[src/hdl/gni_pkg.sv]
// Shared types and constants of the grid neighbour index generator.
`timescale 1ns / 1ps
package gni_pkg;

	localparam int IDX_W     = 24;
	localparam int CFG_W     = 13;
	localparam int CFG_IDX_W = 4;
	localparam int NDIR      = 8;

	localparam logic [CFG_IDX_W-1:0] REG_GRID_WIDTH  = CFG_IDX_W'(0);
	localparam logic [CFG_IDX_W-1:0] REG_GRID_HEIGHT = CFG_IDX_W'(1);

	localparam int DIR_LOWER       = 0;
	localparam int DIR_LEFT        = 1;
	localparam int DIR_RIGHT       = 2;
	localparam int DIR_UPPER       = 3;
	localparam int DIR_LOWER_LEFT  = 4;
	localparam int DIR_LOWER_RIGHT = 5;
	localparam int DIR_UPPER_LEFT  = 6;
	localparam int DIR_UPPER_RIGHT = 7;

	typedef struct packed {
		logic             valid;
		logic             diag;
		logic [IDX_W-1:0] index;
	} gni_ctl_t;

endpackage

[src/hdl/gni_div_cell.sv]
// One restoring-division cell: resolves a single quotient bit of index / width.
`timescale 1ns / 1ps
module gni_div_cell import gni_pkg::*; #(
	parameter int DIM_W = 13,
	parameter int BIT   = 0
) (
	input  logic             clk,
	input  logic             arst_n,
	input  logic             en,
	input  logic [DIM_W-1:0] width,
	input  gni_ctl_t         ctl_i,
	input  logic [IDX_W-1:0] rem_i,
	input  logic [DIM_W-1:0] quo_i,
	output gni_ctl_t         ctl_o,
	output logic [IDX_W-1:0] rem_o,
	output logic [DIM_W-1:0] quo_o
);

	localparam int CMP_W = IDX_W + DIM_W;

	logic [CMP_W-1:0] shifted;
	logic             ge;
	logic [IDX_W-1:0] rem_n;
	logic [DIM_W-1:0] quo_n;
	logic             valid_q;
	logic             diag_q;
	logic [IDX_W-1:0] index_q;
	logic [IDX_W-1:0] rem_q;
	logic [DIM_W-1:0] quo_q;

	always_comb begin
		shifted = CMP_W'(width) << BIT;
		ge      = CMP_W'(rem_i) >= shifted;
		rem_n   = ge ? (rem_i - shifted[IDX_W-1:0]) : rem_i;
		quo_n   = quo_i;
		quo_n[BIT] = ge;
	end

	always_ff @(posedge clk or negedge arst_n) begin
		if (!arst_n) begin
			valid_q <= 1'b0;
		end else if (en) begin
			valid_q <= ctl_i.valid;
		end
	end

	always_ff @(posedge clk) begin
		if (en) begin
			diag_q  <= ctl_i.diag;
			index_q <= ctl_i.index;
			rem_q   <= rem_n;
			quo_q   <= quo_n;
		end
	end

	assign ctl_o = '{valid: valid_q, diag: diag_q, index: index_q};
	assign rem_o = rem_q;
	assign quo_o = quo_q;

endmodule

[src/hdl/gni_emit.sv]
// Neighbour serializer: in-bounds mask, one neighbour per cycle when not stalled.
`timescale 1ns / 1ps
module gni_emit import gni_pkg::*; #(
	parameter int DIM_W = 13
) (
	input  logic               clk,
	input  logic               arst_n,
	input  logic [DIM_W-1:0]   width,
	input  logic [DIM_W-1:0]   height,
	input  logic [2*DIM_W-1:0] area,
	input  gni_ctl_t           ctl_i,
	input  logic [IDX_W-1:0]   rem_i,
	input  logic [DIM_W-1:0]   quo_i,
	output logic               take,
	output logic               out_valid,
	input  logic               out_ready,
	output logic [IDX_W-1:0]   out_index,
	output logic               out_found,
	output logic               out_error,
	output logic               out_last
);

	localparam int CMP_W = 2 * DIM_W + IDX_W;

	logic [DIM_W-1:0] row;
	logic [DIM_W-1:0] col;
	logic [DIM_W:0]   row_p1;
	logic [DIM_W:0]   col_p1;
	logic             has_lo;
	logic             has_hi;
	logic             has_l;
	logic             has_r;
	logic             err_n;
	logic [NDIR-1:0]  mask_n;

	logic             busy_q;
	logic             single_q;
	logic             err_q;
	logic [NDIR-1:0]  mask_q;
	logic [IDX_W-1:0] base_lo_q;
	logic [IDX_W-1:0] base_mid_q;
	logic [IDX_W-1:0] base_hi_q;

	logic [NDIR-1:0]  pick;
	logic [NDIR-1:0]  mask_rest;
	logic             step;
	logic             finishing;
	logic [IDX_W-1:0] base_sel;
	logic [IDX_W-1:0] nb_index;

	logic             o_valid_q;
	logic [IDX_W-1:0] o_index_q;
	logic             o_found_q;
	logic             o_error_q;
	logic             o_last_q;

	always_comb begin
		row    = quo_i;
		col    = rem_i[DIM_W-1:0];
		row_p1 = (DIM_W+1)'(row) + (DIM_W+1)'(1);
		col_p1 = (DIM_W+1)'(col) + (DIM_W+1)'(1);
		has_lo = row != '0;
		has_l  = col != '0;
		has_hi = row_p1 < (DIM_W+1)'(height);
		has_r  = col_p1 < (DIM_W+1)'(width);
		err_n  = CMP_W'(ctl_i.index) >= CMP_W'(area);
		mask_n = '0;
		mask_n[DIR_LOWER]       = has_lo;
		mask_n[DIR_LEFT]        = has_l;
		mask_n[DIR_RIGHT]       = has_r;
		mask_n[DIR_UPPER]       = has_hi;
		mask_n[DIR_LOWER_LEFT]  = ctl_i.diag & has_lo & has_l;
		mask_n[DIR_LOWER_RIGHT] = ctl_i.diag & has_lo & has_r;
		mask_n[DIR_UPPER_LEFT]  = ctl_i.diag & has_hi & has_l;
		mask_n[DIR_UPPER_RIGHT] = ctl_i.diag & has_hi & has_r;
	end

	always_comb begin
		pick = '0;
		for (int i = NDIR - 1; i >= 0; i--) begin
			if (mask_q[i]) begin
				pick = '0;
				pick[i] = 1'b1;
			end
		end
		mask_rest = mask_q & ~pick;
		step      = busy_q && (!o_valid_q || out_ready);
		finishing = step && (single_q || mask_rest == '0);
		take      = ctl_i.valid && (!busy_q || finishing);
	end

	always_comb begin
		if (pick[DIR_LOWER] || pick[DIR_LOWER_LEFT] || pick[DIR_LOWER_RIGHT]) begin
			base_sel = base_lo_q;
		end else if (pick[DIR_UPPER] || pick[DIR_UPPER_LEFT] || pick[DIR_UPPER_RIGHT]) begin
			base_sel = base_hi_q;
		end else begin
			base_sel = base_mid_q;
		end
		if (pick[DIR_LEFT] || pick[DIR_LOWER_LEFT] || pick[DIR_UPPER_LEFT]) begin
			nb_index = base_sel - IDX_W'(1);
		end else if (pick[DIR_RIGHT] || pick[DIR_LOWER_RIGHT] || pick[DIR_UPPER_RIGHT]) begin
			nb_index = base_sel + IDX_W'(1);
		end else begin
			nb_index = base_sel;
		end
	end

	always_ff @(posedge clk or negedge arst_n) begin
		if (!arst_n) begin
			busy_q <= 1'b0;
		end else if (take) begin
			busy_q <= 1'b1;
		end else if (finishing) begin
			busy_q <= 1'b0;
		end
	end

	always_ff @(posedge clk) begin
		if (take) begin
			single_q   <= err_n || (mask_n == '0);
			err_q      <= err_n;
			mask_q     <= mask_n;
			base_mid_q <= ctl_i.index;
			base_lo_q  <= ctl_i.index - IDX_W'(width);
			base_hi_q  <= ctl_i.index + IDX_W'(width);
		end else if (step) begin
			mask_q <= mask_rest;
		end
	end

	always_ff @(posedge clk or negedge arst_n) begin
		if (!arst_n) begin
			o_valid_q <= 1'b0;
		end else if (!o_valid_q || out_ready) begin
			o_valid_q <= busy_q;
		end
	end

	always_ff @(posedge clk) begin
		if (step) begin
			if (single_q) begin
				o_index_q <= '0;
				o_found_q <= 1'b0;
				o_error_q <= err_q;
				o_last_q  <= 1'b1;
			end else begin
				o_index_q <= nb_index;
				o_found_q <= 1'b1;
				o_error_q <= 1'b0;
				o_last_q  <= mask_rest == '0;
			end
		end
	end

	assign out_valid = o_valid_q;
	assign out_index = o_index_q;
	assign out_found = o_found_q;
	assign out_error = o_error_q;
	assign out_last  = o_last_q;

	a_miss_is_last: assert property (@(posedge clk) disable iff (!arst_n)
		o_valid_q && !o_found_q |-> o_last_q)
		else $error("result without neighbour not marked last");

	a_error_not_found: assert property (@(posedge clk) disable iff (!arst_n)
		o_valid_q && o_error_q |-> !o_found_q)
		else $error("error result carries a neighbour");

	a_step_has_work: assert property (@(posedge clk) disable iff (!arst_n)
		step && !single_q |-> $onehot(pick))
		else $error("emission step with empty neighbour mask");

	a_take_busy: assert property (@(posedge clk) disable iff (!arst_n)
		take |=> busy_q)
		else $error("loaded request not held");

endmodule

[src/hdl/grid_neighbour_index_generator.sv]
// Grid neighbour index generator: divider cell chain, neighbour serializer, config registers.
// A request passes the divider cells, then the serializer state, then the output register.
// Throughput: one result per cycle while m_tready is high; a request yields one result per
//   neighbour found, or one result with found low if none or if its index is out of range.
// The divider chain takes a new request every cycle while the serializer keeps up.
// Reset: asynchronous, clears all valid flags; grid width and height return to 1.
`timescale 1ns / 1ps
module grid_neighbour_index_generator import gni_pkg::*; #(
	parameter int MAX_DIM = 4096
) (
	input  logic                 clk,
	input  logic                 arst_n,
	input  logic                 s_tvalid,
	output logic                 s_tready,
	input  logic [IDX_W-1:0]     s_tdata,   // [23:0] cell_index
	input  logic                 s_tuser,   // [0] with_diagonals
	output logic                 m_tvalid,
	input  logic                 m_tready,
	output logic [IDX_W-1:0]     m_tdata,   // [23:0] neighbour_index
	output logic [1:0]           m_tuser,   // [0] found, [1] index_error
	output logic                 m_tlast,
	input  logic                 cfg_valid,
	output logic                 cfg_ready,
	input  logic [CFG_IDX_W-1:0] cfg_index,
	input  logic [CFG_W-1:0]     cfg_data
);

	localparam int DW_RAW = $clog2(MAX_DIM + 1);
	localparam int DIM_W  = (DW_RAW < CFG_W) ? DW_RAW : CFG_W;

	logic [DIM_W-1:0]   width_q;
	logic [DIM_W-1:0]   height_q;
	logic [2*DIM_W-1:0] area_q;
	logic [31:0]        dim_wide;
	logic [DIM_W-1:0]   dim_n;
	logic               en;
	logic               take;

	gni_ctl_t         ctl_c [DIM_W+1];
	logic [IDX_W-1:0] rem_c [DIM_W+1];
	logic [DIM_W-1:0] quo_c [DIM_W+1];

	always_comb begin
		if (cfg_data == '0) begin
			dim_wide = 32'd1;
		end else if (32'(cfg_data) > 32'(MAX_DIM)) begin
			dim_wide = 32'(MAX_DIM);
		end else begin
			dim_wide = 32'(cfg_data);
		end
		dim_n = dim_wide[DIM_W-1:0];
	end

	assign cfg_ready = 1'b1;

	always_ff @(posedge clk or negedge arst_n) begin
		if (!arst_n) begin
			width_q  <= DIM_W'(1);
			height_q <= DIM_W'(1);
			area_q   <= (2*DIM_W)'(1);
		end else begin
			area_q <= (2*DIM_W)'(width_q) * (2*DIM_W)'(height_q);
			if (cfg_valid) begin
				case (cfg_index)
					REG_GRID_WIDTH:  width_q  <= dim_n;
					REG_GRID_HEIGHT: height_q <= dim_n;
					default: ;
				endcase
			end
		end
	end

	assign en       = !ctl_c[DIM_W].valid || take;
	assign s_tready = en;

	assign ctl_c[0] = '{valid: s_tvalid, diag: s_tuser, index: s_tdata};
	assign rem_c[0] = s_tdata;
	assign quo_c[0] = '0;

	for (genvar k = 0; k < DIM_W; k++) begin : g_cell
		gni_div_cell #(
			.DIM_W (DIM_W),
			.BIT   (DIM_W - 1 - k)
		) u_cell (
			.clk    (clk),
			.arst_n (arst_n),
			.en     (en),
			.width  (width_q),
			.ctl_i  (ctl_c[k]),
			.rem_i  (rem_c[k]),
			.quo_i  (quo_c[k]),
			.ctl_o  (ctl_c[k+1]),
			.rem_o  (rem_c[k+1]),
			.quo_o  (quo_c[k+1])
		);
	end

	gni_emit #(
		.DIM_W (DIM_W)
	) u_emit (
		.clk       (clk),
		.arst_n    (arst_n),
		.width     (width_q),
		.height    (height_q),
		.area      (area_q),
		.ctl_i     (ctl_c[DIM_W]),
		.rem_i     (rem_c[DIM_W]),
		.quo_i     (quo_c[DIM_W]),
		.take      (take),
		.out_valid (m_tvalid),
		.out_ready (m_tready),
		.out_index (m_tdata),
		.out_found (m_tuser[0]),
		.out_error (m_tuser[1]),
		.out_last  (m_tlast)
	);

endmodule
[config.mk]
export PLATFORM = sky130hd
export DESIGN_NAME = grid_neighbour_index_generator
export DESIGN_NICKNAME = d
export VERILOG_FILES = /design/src/hdl/gni_pkg.sv /design/src/hdl/gni_div_cell.sv /design/src/hdl/gni_emit.sv /design/src/hdl/grid_neighbour_index_generator.sv
export SDC_FILE = /design/constraint.sdc
export NUM_CORES = 2
export LEC_CHECK = 0
export BUFFER_PORTS_ARGS = -buffer_cell sky130_fd_sc_hd__clkbuf_2
export CAP_MARGIN = 30
export CORE_ASPECT_RATIO = 2
export CORE_UTILIZATION = 23
export CTS_CLUSTER_SIZE = 8
export DETAILED_ROUTE_END_ITERATION = 10
export PLACE_DENSITY = 0.42
export SLEW_MARGIN = 10
export SYNTH_ARGS = -nofsm -noshare
export SYNTH_HDL_FRONTEND = slang
export SYNTH_SLANG_ARGS = --single-unit
export TNS_END_PERCENT = 20
[constraint.sdc]
create_clock -name clk -period 35.4 [get_ports clk]
set_clock_uncertainty 0.05 [all_clocks]
set_input_delay 1.77 -clock clk [delete_from_list [all_inputs] [get_ports clk]]
set_output_delay 1.77 -clock clk [all_outputs]
set_load 0.01 [all_outputs]
==> impl.org <==
** Clocking
- Register clock-pin slew on the reported worst setup and hold paths :: ~0.060 ns
- Counting the buffers created by CTS gives 113.
- Post-CTS timing repair inserted 0 buffers for setup.
- Longest Clk Path Bufs :: 3
- Num Clock Sinks :: about 810
- Library cell used as clock root buffer :: clkbuf_16
- Hold bufs inserted after CTS :: 0
- Resize count post-CTS :: 0
- CTS tree :: built
- Skew-Pair Late Insertion Delay :: about 0.76 ns
- Count of H-tree levels built during CTS :: 3

** Floorplanning
- The die covers between 150000 and 200000 sq um.
- Row count :: 230
- The core region is 196300 sq um.
- Initial cell density of the core :: roughly 23%
- Die extent in y :: 630.8 um
- Number of top-level pins :: 77
- Die Wd :: ~320 um

** Critical path
- Maximum fanout count along the critical path :: 13
- Most frequent CP cell :: fa_1
- For the worst setup path, the data required time is about 36 ns.
- STA classifies the critical path endpoint as a flop.
- Cell with the largest stage delay on the worst path :: o41ai_1
- Largest stage delay on the critical path :: roughly 0.66 ns
- Traced cell by cell, the critical path runs through inv_2 > buf_4 > nor2_1 > fa_1 > inv_1 > fa_1 > inv_1 > fa_1 > inv_1 > fa_1 > fa_1 > inv_1 > ha_1 > a21o_1 > a21oi_1 > a21boi_1 > a221o_1 > a41o_1 > o41ai_1 > o2111ai_1 > a21oi_1 > xnor2_1.
- Arrival @ worst endpoint :: approximately 7.7 ns
- Worst setup SP type :: flop
- Crit path kind :: flop to flop

** Yosys
- Ys Warns :: 0
- The mapped netlist covers between 40000 and 50000 sq um.
- Averaged over all synthesized cells, the footprint is ~12 sq um.
- Register area share after synthesis :: between 50 and 60%
- For this run, the leading register cell type out of synthesis is edfxtp_1.
- The synthesized design contains between 700 and 800 enable-type register cells.
- Yosys mapped the design onto 96 distinct sky130hd cell types.
- Syn nets :: approximately 4300
- Synthesis-stage register bit count :: roughly 800
- Number of standard cells after synthesis :: a little under 4000
- In the synthesized netlist the async set-or-reset flop fraction comes to between 8 and 9%.

** Pwr
- For this design the ratio of total power to cell area is 111.1 nW/um^2.
- VDD sags by at most 0.00008490 V.
- Tot Pwr :: a little under 0.006 W
- The analysis attributes to cell leakage a power of roughly 20 nW.

** Global routing
- The number of global-route vias before repair was roughly 31000.
- Entering global routing, the biggest net connects 169 pins.
- The initial antenna violation count came to 4.
- Grt ovf :: 0
- The first global-routing pass estimated about 200000 um of wire.
- For met1 alone, demand over resource in global routing was about an eighth.
- For this run, global-route usage on met3 was measured as 1.672%.
- Across every metal layer, demand over resource in global routing totals 13.41%.
- The layer flagged by global routing as most heavily used is met2.
- Met2 global-route usage :: 27.17%

** Job
- Across the run, the number of max-cap violations was 0.

** Finish
- For this run, the share of the core covered by cells in the final layout is 26.69%.
- Leaving out fill and tap cells, the most frequent cell in the layout is edfxtp_1.
- After the flow finishes, the layout carries non-filler instances totaling between 6000 and 7000.
- Layout cell share with drive strength beyond 1 :: under 10%
- Post-synthesis to final-layout area growth :: 15.24%
- FILL cells :: 20550
- Leaving out fill and tap cells, the most frequent cells in the layout are edfxtp_1 (747), inv_1 (322), ha_1 (319), nand2_1 (311), nor2_1 (288).
- Cell area after layout :: 52390 sq um
- Final Net Count :: 4500

** Timing
- Period Utilization, post-route :: about a fifth
- Based on the critical path, the design can be clocked at up to between 100 and 150 MHz.
- Final Max Tran Viols :: 0
- Setup-failing EPs final :: 0
- Time the worst path needs with I/O delays and setup :: roughly 7.1 ns
- The number of hold-slack violations in the final timing report is 0.
- Summed over all failing endpoints, the final setup total negative slack is 0 ns.
- Relative slew slack :: ~22%
- Slew @ Worst Pin :: 1.171 ns
- Unrepaired setup endpoints after global routing :: no

** Drt
- The pre-antenna-repair detailed-routing pass consisted of 5 iterations.
- After detailed routing, the number of remaining DRC violations is 0.
- Dividing the detail-routed wire length by the instance count gives about 20 um.
- The detail route stage leaves a number of antenna-violating nets equal to 0.
- Starting DRT DRC Count :: approximately 1400
- Summed over all layers, the routed wires come to 133900 um.
- Summing over every cut layer, the via total after detailed routing is approximately 29000.
- Dividing the detail-routed via count by the number of cells gives ~4.5.

** Placed design
- Post-DP HPWL :: 99760 um
- Count of input and output buffers :: 75
- The placed instances occupy a cell area of roughly 49000 sq um.
- Placed Cells :: roughly 6400
- At the end of routability-driven placement, the weighted congestion stood at 0.8737.

** Min path
- Path type of the worst min-delay path :: flop to flop

** Outcome
- The run finished with clean final reports.
-- where the power goes --
part / total [W] / switching (W) / internal (W)
logic: 0.00260 / 0.00163 / 0.000971
clock network: 0.00100 / 0.000428 / 0.000577
registers: 0.00221 / 0.000333 / 0.00188
total: 0.00582 / 0.00239 / 0.00343
-- through the flow --
stage	setup WS (ns)	hold slack, ns
global placement	28.28	0.3503
finish	28.30	0.3537
global route	27.91	0.3599
CTS	28.21	0.3497
detailed placement	28.24	0.3545
floorplan	13.11	0.3503
-- cells in the mapped netlist, types with 13 or more instances --
cell type	count	area, sq um
ha_1	319	3991
a31oi_1	39	244.0
mux2i_1	32	320.3
edfxtp_1	747	22430
fa_1	136	2723
and3_1	26	162.7
o31ai_1	35	262.8
nor4b_1	13	113.9
mux2_2	58	653.1
a21boi_0	20	150.1
nor2b_1	43	269.0
nor4_1	49	306.5
a211oi_1	19	142.6
nand2b_1	55	344.1
nand4_1	33	206.5
xnor2_1	132	1156
o21ai_0	211	1056
dfrtp_1	64	1602
nand3_1	85	425.4
nor2_1	288	1081
or3_1	32	200.2
clkbuf_1	64	240.2
and2_1	21	131.4
a21oi_1	161	805.8
o21a_1	41	307.8
xor2_1	112	980.9
nand2_1	312	1171
inv_1	323	1212
nor3_1	72	360.4
o211ai_1	15	112.6
a21o_1	74	555.5
-- cell type report --
type	count	area (sq um)	area share (%)
timing repair buffer	125	827.0	1.579
clock inverter	11	229.0	0.4370
antenna	3	7.507	0.01433
inverter	335	1257	2.400
clock buffer	146	2952	5.634
multi-input combinational	2609	19810	37.82
tap	2552	3193	6.095
sequential	814	24110	46.02
-- worst paths after layout --
kind / start / end / slack (ns) / cells after the start
min in group asynchronous: arst_n / u_emit.out_valid$_DFFE_PN0P_ / 0.78 / 1
max: width_q[6]$_DFFE_PN0P_ / area_q[24]$_DFF_PN0_ / 28.30 / 22
min reg2reg: g_cell[10].u_cell.index_q[11]$_DFFE_PP_ / g_cell[11].u_cell.index_q[11]$_DFFE_PP_ / 0.35 / 0
max reg2reg: width_q[6]$_DFFE_PN0P_ / area_q[24]$_DFF_PN0_ / 28.30 / 22
min: g_cell[10].u_cell.index_q[11]$_DFFE_PP_ / g_cell[11].u_cell.index_q[11]$_DFFE_PP_ / 0.35 / 0
max in group asynchronous: arst_n / width_q[1]$_DFFE_PN0P_ / 33.41 / 2
-- routing by layer --
layer	routed length [um]	share of wire, %
met5	13	0.0097
met4	8635	6.4
met3	4038	3.0
met2	77030	58
met1	44230	33
-- worst max-delay path, delay by kind of cell, from the launching register on --
family / cells / cell delay (ns)
DFF: 1 / 0.49
adders and majority gates: 6 / 2.91
buffers and inverters: 6 / 0.98
xor gates and xnor gates: 1 / 0.13
and+or+nand+nor: 1 / 0.12
AOI/OAI and AO/OA: 8 / 2.33
-- logic make-up (layout without fill, tap and decap cells) --
logic type	after synthesis	after routing	synth area share (%)
AND/OR/NAND/NOR	1089	1089	11.59
flip-flops	814	814	53.04
other	1	4	0.008248
AO/OA/AOI/OAI	728	728	10.18
buffers and inverters	418	617	3.531
multiplexers	91	91	2.166
adder cells (fa/ha/maj)	456	456	14.79
XOR/XNOR	244	244	4.701
-- registers in the layout, summed over array words and instances, names as in the netlist, 13 cells and up --
name / flops
area_q: 26
g_cell.u_cell.diag_q: 13
g_cell.u_cell.index_q: 234
g_cell.u_cell.quo_o: 91
g_cell.u_cell.rem_o: 301
g_cell.u_cell.valid_q: 13
height_q: 13
u_emit.base_hi_q: 24
u_emit.base_lo_q: 23
u_emit.base_mid_q: 24
u_emit.out_index: 24
width_q: 13
No activity file was read; power rests on OpenSTA's default activity.
